--- src/rtl/core/rstok_pkg.sv ---
`timescale 1ns / 1ps

package rstok_pkg;

    // word buffer size and derived widths
    localparam int MAX_WORD_LEN = 32;
    localparam int LEN_W        = $clog2(MAX_WORD_LEN + 1);
    localparam int IDX_W        = (MAX_WORD_LEN > 1) ? $clog2(MAX_WORD_LEN) : 1;
    localparam int CHAR_W       = 8;
    localparam int NUM_W        = 31;
    localparam int KIND_W       = 3;
    localparam int ERR_W        = 4;

    // command queue size
    localparam int QUEUE_DEPTH  = 2;
    localparam int QPTR_W       = $clog2(QUEUE_DEPTH);
    localparam int QCNT_W       = $clog2(QUEUE_DEPTH + 1);

    // characters with a meaning of their own
    localparam logic [CHAR_W-1:0] CH_SPACE   = 8'h20;
    localparam logic [CHAR_W-1:0] CH_NEWLINE = 8'h0A;
    localparam logic [CHAR_W-1:0] CH_OPEN    = 8'h28;
    localparam logic [CHAR_W-1:0] CH_CLOSE   = 8'h29;
    localparam logic [CHAR_W-1:0] CH_COLON   = 8'h3A;
    localparam logic [CHAR_W-1:0] CH_COMMA   = 8'h2C;
    localparam logic [CHAR_W-1:0] CH_SEMI    = 8'h3B;
    localparam logic [CHAR_W-1:0] CH_ZERO    = 8'h30;

    // token kinds
    typedef enum logic [KIND_W-1:0] {
        TK_WORD   = 3'd0,
        TK_NUMBER = 3'd1,
        TK_OPEN   = 3'd2,
        TK_CLOSE  = 3'd3,
        TK_LABEL  = 3'd4,
        TK_COMMA  = 3'd5,
        TK_SEMI   = 3'd6,
        TK_ERROR  = 3'd7
    } token_kind_t;

    // error codes
    typedef enum logic [ERR_W-1:0] {
        ERR_NONE        = 4'd0,
        ERR_BAD_START   = 4'd1,
        ERR_BAD_WORD    = 4'd2,
        ERR_BAD_DIGIT   = 4'd3,
        ERR_AFTER_OPEN  = 4'd4,
        ERR_AFTER_CLOSE = 4'd5,
        ERR_AFTER_COLON = 4'd6,
        ERR_RANGE       = 4'd7,
        ERR_TOO_LONG    = 4'd8
    } error_code_t;

    // operations passed from the front to the back
    typedef enum logic [2:0] {
        OP_STORE      = 3'd0,
        OP_WORD       = 3'd1,
        OP_SINGLE     = 3'd2,
        OP_CLOSE_SEMI = 3'd3,
        OP_ERROR      = 3'd4
    } cmd_op_t;

    // one queued command
    typedef struct packed {
        cmd_op_t              op;
        logic [CHAR_W-1:0]    ch;
        logic [LEN_W-1:0]     len;
        logic                 semi;
        token_kind_t          kind;
        logic [NUM_W-1:0]     num;
        error_code_t          err;
    } cmd_t;

endpackage

--- src/rtl/core/rstok_char_if.sv ---
`timescale 1ns / 1ps

interface rstok_char_if;
    logic       valid;
    logic       ready;
    logic [7:0] char_in;

    modport source (output valid, output char_in, input ready);
    modport sink (input valid, input char_in, output ready);
endinterface

--- src/rtl/core/rstok_token_if.sv ---
`timescale 1ns / 1ps

interface rstok_token_if;
    logic        valid;
    logic        ready;
    logic [2:0]  token_kind;
    logic [7:0]  word_char;
    logic        word_end;
    logic [30:0] number_value;
    logic [3:0]  error_code;
    logic        last;

    modport source (output valid, output token_kind, output word_char, output word_end,
                    output number_value, output error_code, output last, input ready);
    modport sink (input valid, input token_kind, input word_char, input word_end,
                  input number_value, input error_code, input last, output ready);
endinterface

--- src/rtl/core/routing_script_tokenizer.sv ---
`timescale 1ns / 1ps

// channel  | modport | payload                                                | request
// ---------+---------+--------------------------------------------------------+---------------
// chars    | sink    | char_in                                                | one input byte
// tokens   | source  | token_kind word_char word_end number_value error_code  | one result
//          |         | last                                                   |
//
// A byte is taken every cycle while the two-entry command queue has room; the
// lexer state, word length and number value update in that cycle.
// A single result is registered in the command queue and then in the output register.
// The back writes each stored word character into the word buffer, starts the buffer
// read on the word command, then drains the word, with a semicolon result after it if any.
// rst_n clears the lexer, queue and output valid at once; no clearing pass.
// A stall on tokens, or a word draining, fills the queue and then drops chars.ready.

module routing_script_tokenizer
(
    input  logic          clk,
    input  logic          rst_n,
    rstok_char_if.sink    chars,
    rstok_token_if.source tokens
);
    import rstok_pkg::*;

    cmd_t    push_cmd;
    cmd_t    pop_cmd;
    logic    push;
    logic    pop;
    logic    full;
    logic    empty;

    rstok_front u_front
    (
        .clk      (clk),
        .rst_n    (rst_n),
        .chars    (chars),
        .cmd      (push_cmd),
        .cmd_push (push),
        .cmd_full (full)
    );

    rstok_queue u_queue
    (
        .clk    (clk),
        .rst_n  (rst_n),
        .wr_cmd (push_cmd),
        .push   (push),
        .full   (full),
        .rd_cmd (pop_cmd),
        .pop    (pop),
        .empty  (empty)
    );

    rstok_back u_back
    (
        .clk       (clk),
        .rst_n     (rst_n),
        .cmd       (pop_cmd),
        .cmd_empty (empty),
        .cmd_pop   (pop),
        .tokens    (tokens)
    );

endmodule

--- src/rtl/core/rstok_front.sv ---
`timescale 1ns / 1ps

module rstok_front
(
    input  logic                 clk,
    input  logic                 rst_n,
    rstok_char_if.sink           chars,
    output rstok_pkg::cmd_t      cmd,
    output logic                 cmd_push,
    input  logic                 cmd_full
);
    import rstok_pkg::*;

    typedef enum logic [6:0] {
        LX_INIT  = 7'b0000001,
        LX_WORD  = 7'b0000010,
        LX_NUM   = 7'b0000100,
        LX_OPEN  = 7'b0001000,
        LX_CLOSE = 7'b0010000,
        LX_LABEL = 7'b0100000,
        LX_HALT  = 7'b1000000
    } lex_state_t;

    lex_state_t          mode_reg, mode_next;
    logic [LEN_W-1:0]    len_reg, len_next;
    logic [NUM_W-1:0]    acc_reg, acc_next;
    logic                ovf_reg, ovf_next;

    logic [CHAR_W-1:0]   c;
    logic                accept;
    logic                is_sep;
    logic                is_letter;
    logic                is_digit;
    logic [NUM_W-1:0]    digit;
    logic [NUM_W+3:0]    acc_times_ten;

    assign chars.ready = !cmd_full;
    assign accept      = chars.valid && chars.ready;
    assign c           = chars.char_in;

    // character classes
    assign is_sep    = (c == CH_SPACE) || (c == CH_NEWLINE);
    assign is_letter = c inside {[8'h41:8'h5A], [8'h61:8'h7A]};
    assign is_digit  = c inside {[8'h30:8'h39]};
    assign digit     = {{(NUM_W-CHAR_W){1'b0}}, c - CH_ZERO};

    // running decimal value, ten times as shift and add
    assign acc_times_ten = ({4'b0000, acc_reg} << 3) + ({4'b0000, acc_reg} << 1)
                           + {4'b0000, digit};

    // lexer step for one accepted byte
    always_comb
    begin
        mode_next = mode_reg;
        len_next  = len_reg;
        acc_next  = acc_reg;
        ovf_next  = ovf_reg;
        cmd_push  = 1'b0;
        cmd       = '{op: OP_SINGLE, ch: '0, len: '0, semi: 1'b0, kind: TK_WORD,
                      num: '0, err: ERR_NONE};
        if (accept)
        begin
            case (mode_reg)
                LX_INIT:
                begin
                    if (is_sep)
                    begin
                        mode_next = LX_INIT;
                    end
                    else if (c == CH_OPEN)
                    begin
                        mode_next = LX_OPEN;
                    end
                    else if (c == CH_CLOSE)
                    begin
                        mode_next = LX_CLOSE;
                    end
                    else if (c == CH_COLON)
                    begin
                        mode_next = LX_LABEL;
                    end
                    else if (c == CH_COMMA)
                    begin
                        cmd_push = 1'b1;
                        cmd.kind = TK_COMMA;
                    end
                    else if (is_letter)
                    begin
                        cmd_push  = 1'b1;
                        cmd.op    = OP_STORE;
                        cmd.ch    = c;
                        cmd.len   = '0;
                        len_next  = LEN_W'(1);
                        mode_next = LX_WORD;
                    end
                    else if (is_digit)
                    begin
                        acc_next  = digit;
                        ovf_next  = 1'b0;
                        mode_next = LX_NUM;
                    end
                    else
                    begin
                        cmd_push  = 1'b1;
                        cmd.op    = OP_ERROR;
                        cmd.err   = ERR_BAD_START;
                        mode_next = LX_HALT;
                    end
                end
                LX_WORD:
                begin
                    if (is_sep || c == CH_SEMI)
                    begin
                        cmd_push  = 1'b1;
                        cmd.op    = OP_WORD;
                        cmd.len   = len_reg;
                        cmd.semi  = (c == CH_SEMI);
                        len_next  = '0;
                        acc_next  = '0;
                        ovf_next  = 1'b0;
                        mode_next = LX_INIT;
                    end
                    else if (is_letter || is_digit)
                    begin
                        cmd_push = 1'b1;
                        if (len_reg >= LEN_W'(MAX_WORD_LEN))
                        begin
                            cmd.op    = OP_ERROR;
                            cmd.err   = ERR_TOO_LONG;
                            mode_next = LX_HALT;
                        end
                        else
                        begin
                            cmd.op   = OP_STORE;
                            cmd.ch   = c;
                            cmd.len  = len_reg;
                            len_next = len_reg + 1'b1;
                        end
                    end
                    else
                    begin
                        cmd_push  = 1'b1;
                        cmd.op    = OP_ERROR;
                        cmd.err   = ERR_BAD_WORD;
                        mode_next = LX_HALT;
                    end
                end
                LX_NUM:
                begin
                    if (is_sep)
                    begin
                        cmd_push = 1'b1;
                        if (ovf_reg)
                        begin
                            cmd.op    = OP_ERROR;
                            cmd.err   = ERR_RANGE;
                            mode_next = LX_HALT;
                        end
                        else
                        begin
                            cmd.kind  = TK_NUMBER;
                            cmd.num   = acc_reg;
                            len_next  = '0;
                            acc_next  = '0;
                            ovf_next  = 1'b0;
                            mode_next = LX_INIT;
                        end
                    end
                    else if (is_digit)
                    begin
                        if (!ovf_reg)
                        begin
                            if (acc_times_ten[NUM_W+3:NUM_W] != 4'b0000)
                            begin
                                ovf_next = 1'b1;
                            end
                            else
                            begin
                                acc_next = acc_times_ten[NUM_W-1:0];
                            end
                        end
                    end
                    else
                    begin
                        cmd_push  = 1'b1;
                        cmd.op    = OP_ERROR;
                        cmd.err   = ERR_BAD_DIGIT;
                        mode_next = LX_HALT;
                    end
                end
                LX_OPEN:
                begin
                    cmd_push = 1'b1;
                    if (c == CH_SPACE)
                    begin
                        cmd.kind  = TK_OPEN;
                        mode_next = LX_INIT;
                    end
                    else
                    begin
                        cmd.op    = OP_ERROR;
                        cmd.err   = ERR_AFTER_OPEN;
                        mode_next = LX_HALT;
                    end
                end
                LX_CLOSE:
                begin
                    cmd_push = 1'b1;
                    if (is_sep)
                    begin
                        cmd.kind  = TK_CLOSE;
                        mode_next = LX_INIT;
                    end
                    else if (c == CH_SEMI)
                    begin
                        cmd.op    = OP_CLOSE_SEMI;
                        mode_next = LX_INIT;
                    end
                    else
                    begin
                        cmd.op    = OP_ERROR;
                        cmd.err   = ERR_AFTER_CLOSE;
                        mode_next = LX_HALT;
                    end
                end
                LX_LABEL:
                begin
                    cmd_push = 1'b1;
                    if (is_sep)
                    begin
                        cmd.kind  = TK_LABEL;
                        mode_next = LX_INIT;
                    end
                    else
                    begin
                        cmd.op    = OP_ERROR;
                        cmd.err   = ERR_AFTER_COLON;
                        mode_next = LX_HALT;
                    end
                end
                LX_HALT:
                begin
                    mode_next = LX_HALT;
                end
                default:
                begin
                    mode_next = LX_HALT;
                end
            endcase
        end
    end

    // lexer registers
    always_ff @(posedge clk or negedge rst_n)
    begin
        if (!rst_n)
        begin
            mode_reg <= LX_INIT;
            len_reg  <= '0;
            acc_reg  <= '0;
            ovf_reg  <= 1'b0;
        end
        else
        begin
            mode_reg <= mode_next;
            len_reg  <= len_next;
            acc_reg  <= acc_next;
            ovf_reg  <= ovf_next;
        end
    end

`ifndef SYNTH
    // once halted, only reset leaves the halt
    assert property (@(posedge clk) disable iff (!rst_n)
        (mode_reg == LX_HALT) |=> (mode_reg == LX_HALT))
        else $error("lexer left the halted state");

    // a halted lexer queues nothing
    assert property (@(posedge clk) disable iff (!rst_n)
        (mode_reg == LX_HALT) |-> !cmd_push)
        else $error("command queued while halted");

    // the word length never exceeds the buffer
    assert property (@(posedge clk) disable iff (!rst_n)
        len_reg <= LEN_W'(MAX_WORD_LEN))
        else $error("word length beyond the buffer");
`endif

endmodule

--- src/rtl/core/rstok_queue.sv ---
`timescale 1ns / 1ps

module rstok_queue
(
    input  logic                 clk,
    input  logic                 rst_n,
    input  rstok_pkg::cmd_t      wr_cmd,
    input  logic                 push,
    output logic                 full,
    output rstok_pkg::cmd_t      rd_cmd,
    input  logic                 pop,
    output logic                 empty
);
    import rstok_pkg::*;

    cmd_t                entry_reg [QUEUE_DEPTH];
    logic [QPTR_W-1:0]   wr_ptr_reg, wr_ptr_next;
    logic [QPTR_W-1:0]   rd_ptr_reg, rd_ptr_next;
    logic [QCNT_W-1:0]   count_reg, count_next;
    logic                do_push;
    logic                do_pop;

    assign full    = (count_reg == QCNT_W'(QUEUE_DEPTH));
    assign empty   = (count_reg == '0);
    assign do_push = push && !full;
    assign do_pop  = pop && !empty;
    assign rd_cmd  = entry_reg[rd_ptr_reg];

    // pointer and fill bookkeeping
    always_comb
    begin
        wr_ptr_next = wr_ptr_reg;
        rd_ptr_next = rd_ptr_reg;
        count_next  = count_reg;
        if (do_push)
        begin
            wr_ptr_next = (wr_ptr_reg == QPTR_W'(QUEUE_DEPTH - 1)) ? '0 : wr_ptr_reg + 1'b1;
        end
        if (do_pop)
        begin
            rd_ptr_next = (rd_ptr_reg == QPTR_W'(QUEUE_DEPTH - 1)) ? '0 : rd_ptr_reg + 1'b1;
        end
        if (do_push && !do_pop)
        begin
            count_next = count_reg + 1'b1;
        end
        else if (do_pop && !do_push)
        begin
            count_next = count_reg - 1'b1;
        end
    end

    always_ff @(posedge clk or negedge rst_n)
    begin
        if (!rst_n)
        begin
            wr_ptr_reg <= '0;
            rd_ptr_reg <= '0;
            count_reg  <= '0;
        end
        else
        begin
            wr_ptr_reg <= wr_ptr_next;
            rd_ptr_reg <= rd_ptr_next;
            count_reg  <= count_next;
        end
    end

    // queue storage
    always_ff @(posedge clk)
    begin
        if (do_push)
        begin
            entry_reg[wr_ptr_reg] <= wr_cmd;
        end
    end

`ifndef SYNTH
    // the front never pushes into a full queue
    assert property (@(posedge clk) disable iff (!rst_n)
        full |-> !push)
        else $error("push into a full command queue");
`endif

endmodule

--- src/rtl/core/rstok_back.sv ---
`timescale 1ns / 1ps

module rstok_back
(
    input  logic                 clk,
    input  logic                 rst_n,
    input  rstok_pkg::cmd_t      cmd,
    input  logic                 cmd_empty,
    output logic                 cmd_pop,
    rstok_token_if.source        tokens
);
    import rstok_pkg::*;

    typedef enum logic [2:0] {
        BK_IDLE = 3'b001,
        BK_WORD = 3'b010,
        BK_SEMI = 3'b100
    } back_state_t;

    back_state_t         state_reg, state_next;
    logic [LEN_W-1:0]    cnt_reg, cnt_next;
    logic [LEN_W-1:0]    wlen_reg, wlen_next;
    logic                semi_reg, semi_next;
    logic [LEN_W-1:0]    cnt_inc;

    // word buffer
    logic [CHAR_W-1:0]   word_mem [MAX_WORD_LEN];
    logic [CHAR_W-1:0]   rdata_reg;
    logic [IDX_W-1:0]    raddr;
    logic                wr_en;

    // output register
    logic                ovalid_reg, ovalid_next;
    token_kind_t         okind_reg, okind_next;
    logic [CHAR_W-1:0]   ochar_reg, ochar_next;
    logic                oend_reg, oend_next;
    logic [NUM_W-1:0]    onum_reg, onum_next;
    error_code_t         oerr_reg, oerr_next;
    logic                olast_reg, olast_next;
    logic                load;
    logic                out_free;
    logic                is_final;

    assign out_free = !ovalid_reg || tokens.ready;
    assign cnt_inc  = cnt_reg + 1'b1;
    assign is_final = (cnt_inc == wlen_reg);

    // command execution
    always_comb
    begin
        state_next = state_reg;
        cnt_next   = cnt_reg;
        wlen_next  = wlen_reg;
        semi_next  = semi_reg;
        cmd_pop    = 1'b0;
        wr_en      = 1'b0;
        load       = 1'b0;
        raddr      = cnt_reg[IDX_W-1:0];
        okind_next = TK_WORD;
        ochar_next = '0;
        oend_next  = 1'b0;
        onum_next  = '0;
        oerr_next  = ERR_NONE;
        olast_next = 1'b0;
        case (state_reg)
            BK_IDLE:
            begin
                if (!cmd_empty)
                begin
                    case (cmd.op)
                        OP_STORE:
                        begin
                            cmd_pop = 1'b1;
                            wr_en   = 1'b1;
                        end
                        OP_WORD:
                        begin
                            cmd_pop    = 1'b1;
                            cnt_next   = '0;
                            wlen_next  = cmd.len;
                            semi_next  = cmd.semi;
                            raddr      = '0;
                            state_next = BK_WORD;
                        end
                        OP_SINGLE:
                        begin
                            if (out_free)
                            begin
                                cmd_pop    = 1'b1;
                                load       = 1'b1;
                                okind_next = cmd.kind;
                                onum_next  = cmd.num;
                                olast_next = 1'b1;
                            end
                        end
                        OP_CLOSE_SEMI:
                        begin
                            if (out_free)
                            begin
                                cmd_pop    = 1'b1;
                                load       = 1'b1;
                                okind_next = TK_CLOSE;
                                state_next = BK_SEMI;
                            end
                        end
                        OP_ERROR:
                        begin
                            if (out_free)
                            begin
                                cmd_pop    = 1'b1;
                                load       = 1'b1;
                                okind_next = TK_ERROR;
                                oerr_next  = cmd.err;
                                olast_next = 1'b1;
                            end
                        end
                        default:
                        begin
                            cmd_pop = 1'b1;
                        end
                    endcase
                end
            end
            BK_WORD:
            begin
                // one character per free output slot, next read set up behind it
                if (out_free)
                begin
                    load       = 1'b1;
                    okind_next = TK_WORD;
                    ochar_next = rdata_reg;
                    oend_next  = is_final;
                    olast_next = is_final && !semi_reg;
                    cnt_next   = cnt_inc;
                    raddr      = cnt_inc[IDX_W-1:0];
                    if (is_final)
                    begin
                        state_next = semi_reg ? BK_SEMI : BK_IDLE;
                    end
                end
            end
            BK_SEMI:
            begin
                if (out_free)
                begin
                    load       = 1'b1;
                    okind_next = TK_SEMI;
                    olast_next = 1'b1;
                    state_next = BK_IDLE;
                end
            end
            default:
            begin
                state_next = BK_IDLE;
            end
        endcase
    end

    assign ovalid_next = load ? 1'b1 : (tokens.ready ? 1'b0 : ovalid_reg);

    // control registers
    always_ff @(posedge clk or negedge rst_n)
    begin
        if (!rst_n)
        begin
            state_reg  <= BK_IDLE;
            cnt_reg    <= '0;
            wlen_reg   <= '0;
            semi_reg   <= 1'b0;
            ovalid_reg <= 1'b0;
        end
        else
        begin
            state_reg  <= state_next;
            cnt_reg    <= cnt_next;
            wlen_reg   <= wlen_next;
            semi_reg   <= semi_next;
            ovalid_reg <= ovalid_next;
        end
    end

    // output payload
    always_ff @(posedge clk)
    begin
        if (load)
        begin
            okind_reg <= okind_next;
            ochar_reg <= ochar_next;
            oend_reg  <= oend_next;
            onum_reg  <= onum_next;
            oerr_reg  <= oerr_next;
            olast_reg <= olast_next;
        end
    end

    // word buffer write and registered read
    always_ff @(posedge clk)
    begin
        if (wr_en)
        begin
            word_mem[cmd.len[IDX_W-1:0]] <= cmd.ch;
        end
        rdata_reg <= word_mem[raddr];
    end

    assign tokens.valid        = ovalid_reg;
    assign tokens.token_kind   = okind_reg;
    assign tokens.word_char    = ochar_reg;
    assign tokens.word_end     = oend_reg;
    assign tokens.number_value = onum_reg;
    assign tokens.error_code   = oerr_reg;
    assign tokens.last         = olast_reg;

`ifndef SYNTH
    // an error result always closes its byte
    assert property (@(posedge clk) disable iff (!rst_n)
        (ovalid_reg && okind_reg == TK_ERROR) |-> olast_reg)
        else $error("error result without last");

    // word end only marks word characters
    assert property (@(posedge clk) disable iff (!rst_n)
        (ovalid_reg && oend_reg) |-> (okind_reg == TK_WORD))
        else $error("word end on a non-word result");
`endif

endmodule

--- src/flat_wrapper.sv ---
// flat-port wrapper written by rule: the top's interface ports become plain ports
module routing_script_tokenizer_flat import rstok_pkg::*;
  (clk, rst_n, chars_valid, chars_char_in, chars_ready, tokens_valid, tokens_token_kind, tokens_word_char, tokens_word_end, tokens_number_value, tokens_error_code, tokens_last, tokens_ready);
  rstok_char_if chars_i ();
  rstok_token_if tokens_i ();
  input  logic clk;
  input  logic rst_n;
  input wire logic [$bits(chars_i.valid)-1:0] chars_valid;
  input wire logic [$bits(chars_i.char_in)-1:0] chars_char_in;
  output wire logic [$bits(chars_i.ready)-1:0] chars_ready;
  output wire logic [$bits(tokens_i.valid)-1:0] tokens_valid;
  output wire logic [$bits(tokens_i.token_kind)-1:0] tokens_token_kind;
  output wire logic [$bits(tokens_i.word_char)-1:0] tokens_word_char;
  output wire logic [$bits(tokens_i.word_end)-1:0] tokens_word_end;
  output wire logic [$bits(tokens_i.number_value)-1:0] tokens_number_value;
  output wire logic [$bits(tokens_i.error_code)-1:0] tokens_error_code;
  output wire logic [$bits(tokens_i.last)-1:0] tokens_last;
  input wire logic [$bits(tokens_i.ready)-1:0] tokens_ready;
  assign chars_i.valid = chars_valid;
  assign chars_i.char_in = chars_char_in;
  assign chars_ready = chars_i.ready;
  assign tokens_valid = tokens_i.valid;
  assign tokens_token_kind = tokens_i.token_kind;
  assign tokens_word_char = tokens_i.word_char;
  assign tokens_word_end = tokens_i.word_end;
  assign tokens_number_value = tokens_i.number_value;
  assign tokens_error_code = tokens_i.error_code;
  assign tokens_last = tokens_i.last;
  assign tokens_i.ready = tokens_ready;
  routing_script_tokenizer u_core (.clk(clk), .rst_n(rst_n), .chars(chars_i), .tokens(tokens_i));
endmodule
--- config.mk ---
export PLATFORM = sky130hd
export DESIGN_NAME = routing_script_tokenizer_flat
export DESIGN_NICKNAME = d
export VERILOG_FILES = /design/src/rtl/core/rstok_pkg.sv /design/src/rtl/core/rstok_char_if.sv /design/src/rtl/core/rstok_token_if.sv /design/src/rtl/core/routing_script_tokenizer.sv /design/src/rtl/core/rstok_front.sv /design/src/rtl/core/rstok_queue.sv /design/src/rtl/core/rstok_back.sv /design/src/flat_wrapper.sv
export SDC_FILE = /design/constraint.sdc
export NUM_CORES = 1
export LEC_CHECK = 0
export BUFFER_PORTS_ARGS = -buffer_cell sky130_fd_sc_hd__buf_2
export CAP_MARGIN = 30
export CELL_PAD_IN_SITES_DETAIL_PLACEMENT = 1
export CELL_PAD_IN_SITES_GLOBAL_PLACEMENT = 1
export CORE_MARGIN = 3
export CORE_UTILIZATION = 38
export CTS_CLUSTER_DIAMETER = 120
export DETAILED_ROUTE_END_ITERATION = 16
export PLACE_DENSITY_LB_ADDON = 0.08
export SLEW_MARGIN = 40
export SYNTH_ARGS = -nofsm -noshare
export SYNTH_HDL_FRONTEND = slang
export SYNTH_SLANG_ARGS = --single-unit
--- constraint.sdc ---
create_clock -name clk -period 6.65 [get_ports clk]
set_input_delay 1.33 -clock clk [delete_from_list [all_inputs] [get_ports clk]]
set_output_delay 1.33 -clock clk [all_outputs]
set_load 0.01 [all_outputs]
==> impl_metrics.json, run 1 <==
{
  "end_kind": "register",
  "yosysMostFrequentCell": "edfxtp_1",
  "synth_seq_cells": 490,
  "vias_per_cell": 5.49,
  "initial_core_util_pct": 38.9,
  "max_freq_ghz": 0.196,
  "rsz0062_at_grt": "no",
  "cts_tree": "built",
  "finalCritPeriodShare_pct": 76.6,
  "cts_max_path_buffers": 3,
  "switching_power_mw": 1.60,
  "routedWlPerCell_um": 23.4,
  "die_w_um": 248,
  "placement.io_buffers": 61,
  "hold_ws_ns": 0.501,
  "synth_async_sr_flop_share_pct": 13.5,
  "hold_violations": 0,
  "switching_share_pct": 23.8,
  "crit_type": "input port to register",
  "yosysWarningCount": 0,
  "netlist.area_leader.share_pct": 56.3,
  "grt_pass1_wl_um": 88900,
  "largest_reg_flops": 256,
  "start_kind": "input port",
  "critPathMaxStageDelay_ns": 0.48,
  "slew_headroom_pct": 39.8,
  "ant_nets": 0,
  "tightest_slew_ns": 0.900,
  "avgSynthCellArea_sq_um": 13.9,
  "vias": 13530,
  "numCtsBuffers": 54,
  "arrival_ns": 5.63,
  "yosys_most_used_dff": "edfxtp_1",
  "synthTopCellsByCount": "edfxtp_1 (416), nor2_1 (144), nand2_1 (117)",
  "p_comb_share_pct": 8.2,
  "peakVddDrop_uv": 176,
  "pwr-share-clk_pct": 42.4,
  "max_cap_viol_count": 0,
  "final.min_clock_period_ns": 5.09,
  "crit_fanout": 10,
  "drc_errors": 0,
  "drv_slew": 0,
  "place_hpwl_um": 38500,
  "netlist_area_sq_um": 22200,
  "worst_ep_required_time_ns": 7.19,
  "total_leakage_power_nw": 9.20,
  "pwr-share-seq_pct": 49.4,
  "dp_cells": 2364,
  "fp.dieArea_sq_um": 61300,
  "clkLatencyLatePin_ns": 0.61,
  "cpMaxStageDelayCell": "fa_1",
  "firstDrtPassIters": 5,
  "antenna_found_initial": 1,
  "clock_skew_ns": 0.0147,
  "rows": 87,
  "instances_no_fill": 2463,
  "nets": 1747,
  "report.final.setup_viol": 0,
  "power.internal_mw": 5.13,
  "synth_largest_area_cell": "edfxtp_1",
  "drive_above_1_share_pct": 15.3,
  "grt-ovfl-total": 0,
  "die_h_um": 248,
  "clk_pin_slew_worst_paths_ns": 0.06,
  "crit_chain": "buf_2 > ha_1 > xnor2_1 > fa_1 > ha_1 > a21oi_1 > o211ai_1 > a21oi_1 > o211ai_1 > a221oi_1 > xor2_1 > o221ai_2 > nor3_4 > buf_4 > a22o_1",
  "power-per-cell-area_nw_per_um2": 268,
  "total_power_mw": 6.73,
  "numClockSinks": 490,
  "status": "finished, final reports clean",
  "routabilityCongestion": 0.837,
  "grt_usage_pct": 19.1,
  "grt_max_degree": 67,
  "synth_area_leaders": "edfxtp_1 (56%), dfrtp_1 (7.2%), mux4_2 (4.5%)",
  "holdBufCountCts": 0,
  "drt_iter0_markers": 739,
  "root_buffer": "clkbuf_16",
  "cts_resized": 0,
  "synth_cell_types": 85,
  "ios": 62,
  "core_area_sq_um": 57000,
  "tns_ns": 0,
  "area_growth_pct": 13.2,
  "htree_levels": 2,
  "routed_wl_um": 57700,
  "yosysSeqAreaShare_pct": 64.5,
  "cts_setup_buffers": 0,
  "antennaDiodeCount": 0,
  "syn_inst": 1590,
  "hold_class": "register to register",
  "grt_pass1_vias": 14349,
  "synth_edf_count": 416
}
[logic make-up after synthesis]
logic type	count (synthesis)	synth area share [%]
and+or+nand+nor	470	10.4
adders and majority gates	71	4.21
AOI/OAI and AO/OA	309	9.53
DFF	490	64.5
buffers and inverters	97	2.11
xor gates and xnor gates	43	1.70
other	1	0.0169
muxes	109	7.48
[per-stage QoR]
stage                     utilization [%]  cell area [sq um]  worst slack, ns
final                                44.0              25100             1.56
after detailed placement             41.0              23400            0.941
after floorplan                         -              22200            0.839
after global routing                 44.0              25100             1.21
after CTS                            43.9              25000             1.56
after global placement               40.9              23300             1.10
[cells in the final DEF (no fill, tap or decap), types with 8 or more instances in the layout]
master     instances
a311oi_1          19
a21o_1             8
clkinv_2          11
mux2i_1           50
a22oi_1           11
dfxtp_1            8
nor2_2            22
mux4_2            44
clkbuf_16         54
o21ai_1           10
a22o_1            26
and3_1            24
nor2_1           121
buf_2             60
dfrtp_1           63
clkbuf_1          10
o31ai_1            8
nand2b_1          12
buf_4             15
nand4_1           16
a21oi_1           80
o21ai_0           43
o211ai_1          11
nand3_1           27
a221oi_1          10
and2_1            68
clkinv_1          15
xor2_1            22
xnor2_1           21
nand2_1          117
inv_1             31
mux2_2            14
ha_1              65
nor3_1            15
a211oi_1          28
edfxtp_1         416
[worst max-delay path: cells and delay by family]
kind	cells	cell delay, ns
compound gates	7	1.58
xor+xnor	2	0.68
fa+ha+maj	3	1.15
buf+inv	2	0.43
simple gates	1	0.46
[path summary, 6_finish.rpt]
path / endpoint / slack (ns) / start / cells past startpoint
min in group asynchronous: u_core.u_front.acc_reg[12] / 0.70 / rst_n / 1
worst max register to register: u_core.u_front.acc_reg[30] / 2.31 / u_core.u_front.acc_reg[0] / 14
max in group asynchronous: u_core.u_queue.rd_ptr_reg / 5.32 / rst_n / 1
worst min-delay path: u_core.u_queue.count_reg[1] / 0.50 / u_core.u_queue.count_reg[1] / 1
worst min register to register: u_core.u_queue.count_reg[1] / 0.50 / u_core.u_queue.count_reg[1] / 1
worst max-delay path: u_core.u_front.acc_reg[30] / 1.56 / chars_char_in[4] / 15
[final cells by class]
type	count	area, sq um
well taps	756	946
clock buffers	64	1390
repair buffers	81	510
inverters	33	124
fillers	5854	32000
multi-input cells	1004	7530
clock inverters	35	277
flip-flops and latches	490	14300
[metal layers]
metal | track usage [%] | vias up | wire length [um]
li1 | - | 6260 | -
met1 | 25.8 | 6961 | 26100
met2 | 32.4 | 231 | 28300
met3 | 2.52 | 78 | 1880
met4 | 5.65 | 0 | 1450
met5 | 0 | - | 0
[power groups by stage]
stage | clock network (mW) | logic [mW] | registers (mW)
final | 2.85 | 0.550 | 3.32
after global routing | 3.06 | 0.603 | 3.32
after CTS | 2.93 | 0.566 | 3.32
after detailed placement | 0 | 0.564 | 3.39
after global placement | 0 | 0.541 | 3.39
after floorplan | 0 | 0.429 | 3.38
Note: power is estimated with default switching activity, not from simulation.
==> run 2, diff against run 1 <==
==> constraint.sdc (replaced) <==
create_clock -name clk -period 4.3 [get_ports clk]
set_input_delay 0.86 -clock clk [delete_from_list [all_inputs] [get_ports clk]]
set_output_delay 0.86 -clock clk [all_outputs]
set_load 0.01 [all_outputs]
==> impl_metrics.json, run 2 (synthesized netlist as in run 1, its figures left out) <==
{
  "nets": 1838,
  "total_power_mw": 10.8,
  "finalCritPeriodShare_pct": 93.2,
  "crit_type": "input port to register",
  "rows": 87,
  "pwr-share-clk_pct": 44.1,
  "cts_max_path_buffers": 3,
  "place_area_sq_um": 24100,
  "rsz0062_at_grt": "no",
  "layout_commonest_cell": "edfxtp_1",
  "start_kind": "input port",
  "drt_iter0_markers": 647,
  "path_common_cell": "buf_4",
  "grt_max_degree": 57,
  "routabilityCongestion": 0.830,
  "end_kind": "register",
  "max_freq_ghz": 0.250,
  "report.final.setup_viol": 0,
  "grt-ovfl-total": 0,
  "power-per-cell-area_nw_per_um2": 415,
  "total_leakage_power_nw": 9.79,
  "clkLatencyLatePin_ns": 0.61,
  "drv_slew": 0,
  "drive_above_1_share_pct": 19.3,
  "routed_wl_um": 58400,
  "finalInstanceArea_sq_um": 25900,
  "numClockSinks": 490,
  "pwr-share-seq_pct": 47.7,
  "root_buffer": "clkbuf_16",
  "worst_ep_required_time_ns": 4.78,
  "p_comb_share_pct": 8.2,
  "holdBufCountCts": 0,
  "final.min_clock_period_ns": 4.01,
  "tightest_slew_ns": 0.834,
  "wl_met2_um": 28800,
  "fp.dieArea_sq_um": 61300,
  "grt_usage_pct": 19.4,
  "wl_met1_um": 26100,
  "critPathBufInv": 4,
  "final_core_util_pct": 45.5,
  "instances_no_fill": 2557,
  "vias_per_cell": 5.37,
  "ios": 62,
  "cpMaxStageDelayCell": "fa_1",
  "firstDrtPassIters": 4,
  "ant_nets": 0,
  "dp_cells": 2454,
  "power.internal_mw": 8.29,
  "route.met3.wl_um": 1910,
  "antennaDiodeCount": 0,
  "numCtsBuffers": 55,
  "grt_pass1_vias": 14901,
  "area_growth_pct": 17.0,
  "clk_pin_slew_worst_paths_ns": 0.06,
  "hold_class": "input port to async pin",
  "peakVddDrop_uv": 304,
  "largest_reg_flops": 256,
  "die_w_um": 248,
  "antenna_found_initial": 0,
  "clock_skew_ns": 0.0232,
  "cts_setup_buffers": 0,
  "critPathMaxStageDelay_ns": 0.44,
  "crit_fanout": 24,
  "hold_violations": 0,
  "crit_family": "compound AO/OA/AOI/OAI gates",
  "cts_resized": 0,
  "die_h_um": 248,
  "grt_pass1_wl_um": 90400,
  "placement.io_buffers": 61,
  "arrival_ns": 4.49,
  "slew_headroom_pct": 44.4,
  "switching_share_pct": 23.0,
  "crit_chain": "buf_2 > a21oi_1 > xor2_2 > fa_1 > ha_1 > buf_4 > o211ai_1 > o21ai_1 > o211a_1 > buf_4 > o2111ai_1 > nand2_1 > nor3_1 > o221a_2 > o21ai_2 > buf_12 > a22o_1",
  "cts_tree": "built",
  "drc_errors": 0,
  "htree_levels": 2,
  "final_cell_mix": "edfxtp_1 (416), nor2_1 (143), nand2_1 (116)",
  "status": "finished, final reports clean",
  "vias": 13737,
  "core_area_sq_um": 57000,
  "place_hpwl_um": 39500,
  "initial_core_util_pct": 38.9,
  "routedWlPerCell_um": 22.8,
  "top_layer_used": "met4",
  "switching_power_mw": 2.48,
  "max_cap_viol_count": 0
}
[run 2: cell count changes in the layout (fill, tap and decap cells not counted), moves of 5 or more]
cell,previous run,this run
nor2_2,22,0
nor2_1,121,143
buf_4,15,103
clkbuf_8,0,14
clkinv_1,15,2
buf_12,3,8
[run 2: power by group through the flow]
stage	registers (mW)	clock network, mW	logic (mW)
4_1_cts	5.14	4.88	0.908
3_3_place_gp	5.24	0	0.899
5_1_grt	5.14	5.07	0.969
2_1_floorplan	5.23	0	0.664
3_5_place_dp	5.24	0	0.906
6_report	5.14	4.75	0.884
[run 2: path summary, 6_finish.rpt]
kind | cells after the start | slack (ns) | end | startpoint
setup / recovery | 17 | 0.29 | u_core.u_front.acc_reg[29] | chars_char_in[5]
hold / removal | 1 | 0.29 | u_core.u_front.acc_reg[11] | rst_n
setup reg to reg | 15 | 0.39 | u_core.u_front.acc_reg[29] | u_core.u_front.acc_reg[0]
hold reg to reg | 1 | 0.50 | u_core.u_queue.count_reg[1] | u_core.u_queue.count_reg[1]
max in group asynchronous | 2 | 3.15 | u_core.u_back.state_reg[0] | rst_n
min in group clk | 1 | 0.50 | u_core.u_queue.count_reg[1] | u_core.u_queue.count_reg[1]
[run 2: area by class of cell]
type | instances | area, sq um
timing repair buffer | 171 | 1230
inverter | 33 | 124
sequential | 490 | 14300
fill | 5767 | 31100
tap | 756 | 946
clock inverter | 23 | 231
clock buffer | 80 | 1630
multi-input combinational | 1004 | 7470
[run 2: metal layers]
| layer | up-vias | global-route usage (%) |
|---|---|---|
| met5 | - | 0 |
| met4 | 0 | 5.96 |
| met3 | 88 | 2.63 |
| met2 | 200 | 33.5 |
| met1 | 7008 | 25.5 |
| li1 | 6441 | - |
[run 2: through the flow]
stage	setup slack, ns	TNS [ns]	hold slack, ns
after floorplan	0.0190	0	0.454
after global placement	-0.273	-7.88	0.484
after detailed placement	-0.388	-10.91	0.487
after CTS	0.243	0	0.287
after global routing	0.0481	0	0.325
final	0.294	0	0.292
==> run 3, diff against run 2 <==
--- a/config.mk
+++ b/config.mk
@@ -9,6 +9,7 @@
 export CAP_MARGIN = 30
 export CELL_PAD_IN_SITES_DETAIL_PLACEMENT = 1
 export CELL_PAD_IN_SITES_GLOBAL_PLACEMENT = 1
+export CORE_ASPECT_RATIO = 1.5
 export CORE_MARGIN = 3
 export CORE_UTILIZATION = 38
 export CTS_CLUSTER_DIAMETER = 120
==> constraint.sdc (replaced) <==
create_clock -name clk -period 4.3 [get_ports clk]
set_input_delay 0 -clock clk [delete_from_list [all_inputs] [get_ports clk]]
set_output_delay 0 -clock clk [all_outputs]
set_load 0.01 [all_outputs]
==> impl_metrics.json, run 3 (synthesized netlist as in run 1, its figures left out) <==
{
  "total_power_mw": 10.2,
  "total_leakage_power_nw": 9.56,
  "clk_pin_slew_worst_paths_ns": 0.07,
  "rows": 107,
  "hold_class": "input port to async pin",
  "grt_max_degree": 67,
  "worst_ep_required_time_ns": 4.77,
  "final.min_clock_period_ns": 4.05,
  "drv_slew": 0,
  "die_w_um": 203,
  "start_kind": "register",
  "instances_no_fill": 2543,
  "critPathBufInv": 3,
  "routed_wl_um": 60400,
  "cts_tree": "built",
  "place_area_sq_um": 23900,
  "critPathMaxStageDelay_ns": 0.52,
  "max_freq_ghz": 0.247,
  "path_depth": 14,
  "report.final.setup_viol": 0,
  "tightest_slew_ns": 0.793,
  "crit_chain": "inv_1 > fa_1 > inv_1 > ha_1 > a211oi_1 > o211ai_1 > a21oi_1 > o211ai_1 > a221oi_1 > xor2_1 > o221a_2 > o21ai_2 > buf_4 > a22o_1",
  "max_cap_viol_count": 0,
  "grt-ovfl-total": 0,
  "hold_violations": 9,
  "finalCritPeriodShare_pct": 94.3,
  "nets": 1822,
  "ios": 62,
  "end_kind": "register",
  "finalInstanceArea_sq_um": 25600,
  "layout_commonest_cell": "edfxtp_1",
  "power-per-cell-area_nw_per_um2": 399,
  "tns_ns": 0,
  "dp_cells": 2440,
  "root_buffer": "clkbuf_16",
  "place_hpwl_um": 42500,
  "final_core_util_pct": 44.7,
  "peakVddDrop_uv": 278,
  "violations": "hold timing",
  "pre_cts_ws_ns": 0.126,
  "crit_type": "register to register",
  "fp.dieArea_sq_um": 61300,
  "core_area_sq_um": 57300,
  "fin_ws_ns": 0.247,
  "crit_fanout": 23,
  "drc_errors": 0,
  "cts_max_path_buffers": 3,
  "vias": 13773,
  "final_cell_mix": "edfxtp_1 (416), nor2_1 (143), nand2_1 (117)",
  "status": "finished with violations",
  "routabilityCongestion": 0.844,
  "arrival_ns": 4.52,
  "htree_levels": 2,
  "cpMaxStageDelayCell": "fa_1",
  "firstDrtPassIters": 5,
  "fillers": 5948,
  "clkLatencyLatePin_ns": 0.59,
  "slew_headroom_pct": 47.1,
  "routedWlPerCell_um": 23.8,
  "rsz0062_at_grt": "no",
  "drive_above_1_share_pct": 17.0,
  "die_h_um": 302,
  "placement.io_buffers": 61,
  "grt_usage_pct": 20.0,
  "numClockSinks": 490,
  "numCtsBuffers": 48,
  "r2r_cells": 14,
  "grt_pass1_vias": 15107,
  "hold_ws_ns": -0.0396,
  "crit_family": "compound AO/OA/AOI/OAI gates",
  "drt_iter0_markers": 695,
  "vias_per_cell": 5.42,
  "area_growth_pct": 15.4,
  "ant_nets": 0,
  "initial_core_util_pct": 38.7,
  "antenna_found_initial": 0,
  "grt_pass1_wl_um": 93000,
  "largest_reg_flops": 256,
  "clock_skew_ns": 0.0187
}
## run 3: final timing paths
kind | start | endpoint | slack [ns]
worst max register to register | u_core.u_front.acc_reg[0] | u_core.u_front.acc_reg[16] | 0.25
min in group clk | chars_valid | u_core.u_queue.entry_reg[1][44] | 0.09
worst max-delay path | u_core.u_front.acc_reg[0] | u_core.u_front.acc_reg[16] | 0.25
max in group asynchronous | rst_n | u_core.u_front.acc_reg[23] | 3.73
worst min register to register | u_core.u_queue.count_reg[1] | u_core.u_queue.count_reg[1] | 0.50
worst min-delay path | rst_n | u_core.u_front.mode_reg[3] | -0.04
## run 3: power by group
part,internal (mW),switching (mW),total [mW]
logic,0.367,0.543,0.909
registers,5.11,0.0256,5.14
clock network,2.33,1.83,4.17
total,7.81,2.40,10.2
## run 3: cell type report
cell class	instances	area (sq um)	share of cell area (%)
sequential	490	14300	55.9
multi-input combinational	1004	7460	29.1
clock buffer	68	1320	5.14
timing repair buffer	162	1200	4.70
tap	763	955	3.73
clock inverter	22	225	0.880
inverter	33	124	0.484
antenna	1	2.50	0.00978
## run 3: per-layer routing
metal / share of wire [%] / global-route usage [%]
met1: 39 / 22.6
met2: 55 / 38.4
met3: 2.7 / 2.41
met4: 3.4 / 6.90
met5: 0 / 0
## run 3: what timing repair did
item	in CTS	in global routing
setup endpoints to repair	0	23
hold buffers	12	0
hold endpoints to repair	90	0
gates resized for setup	0	2
buffers inserted	0	0
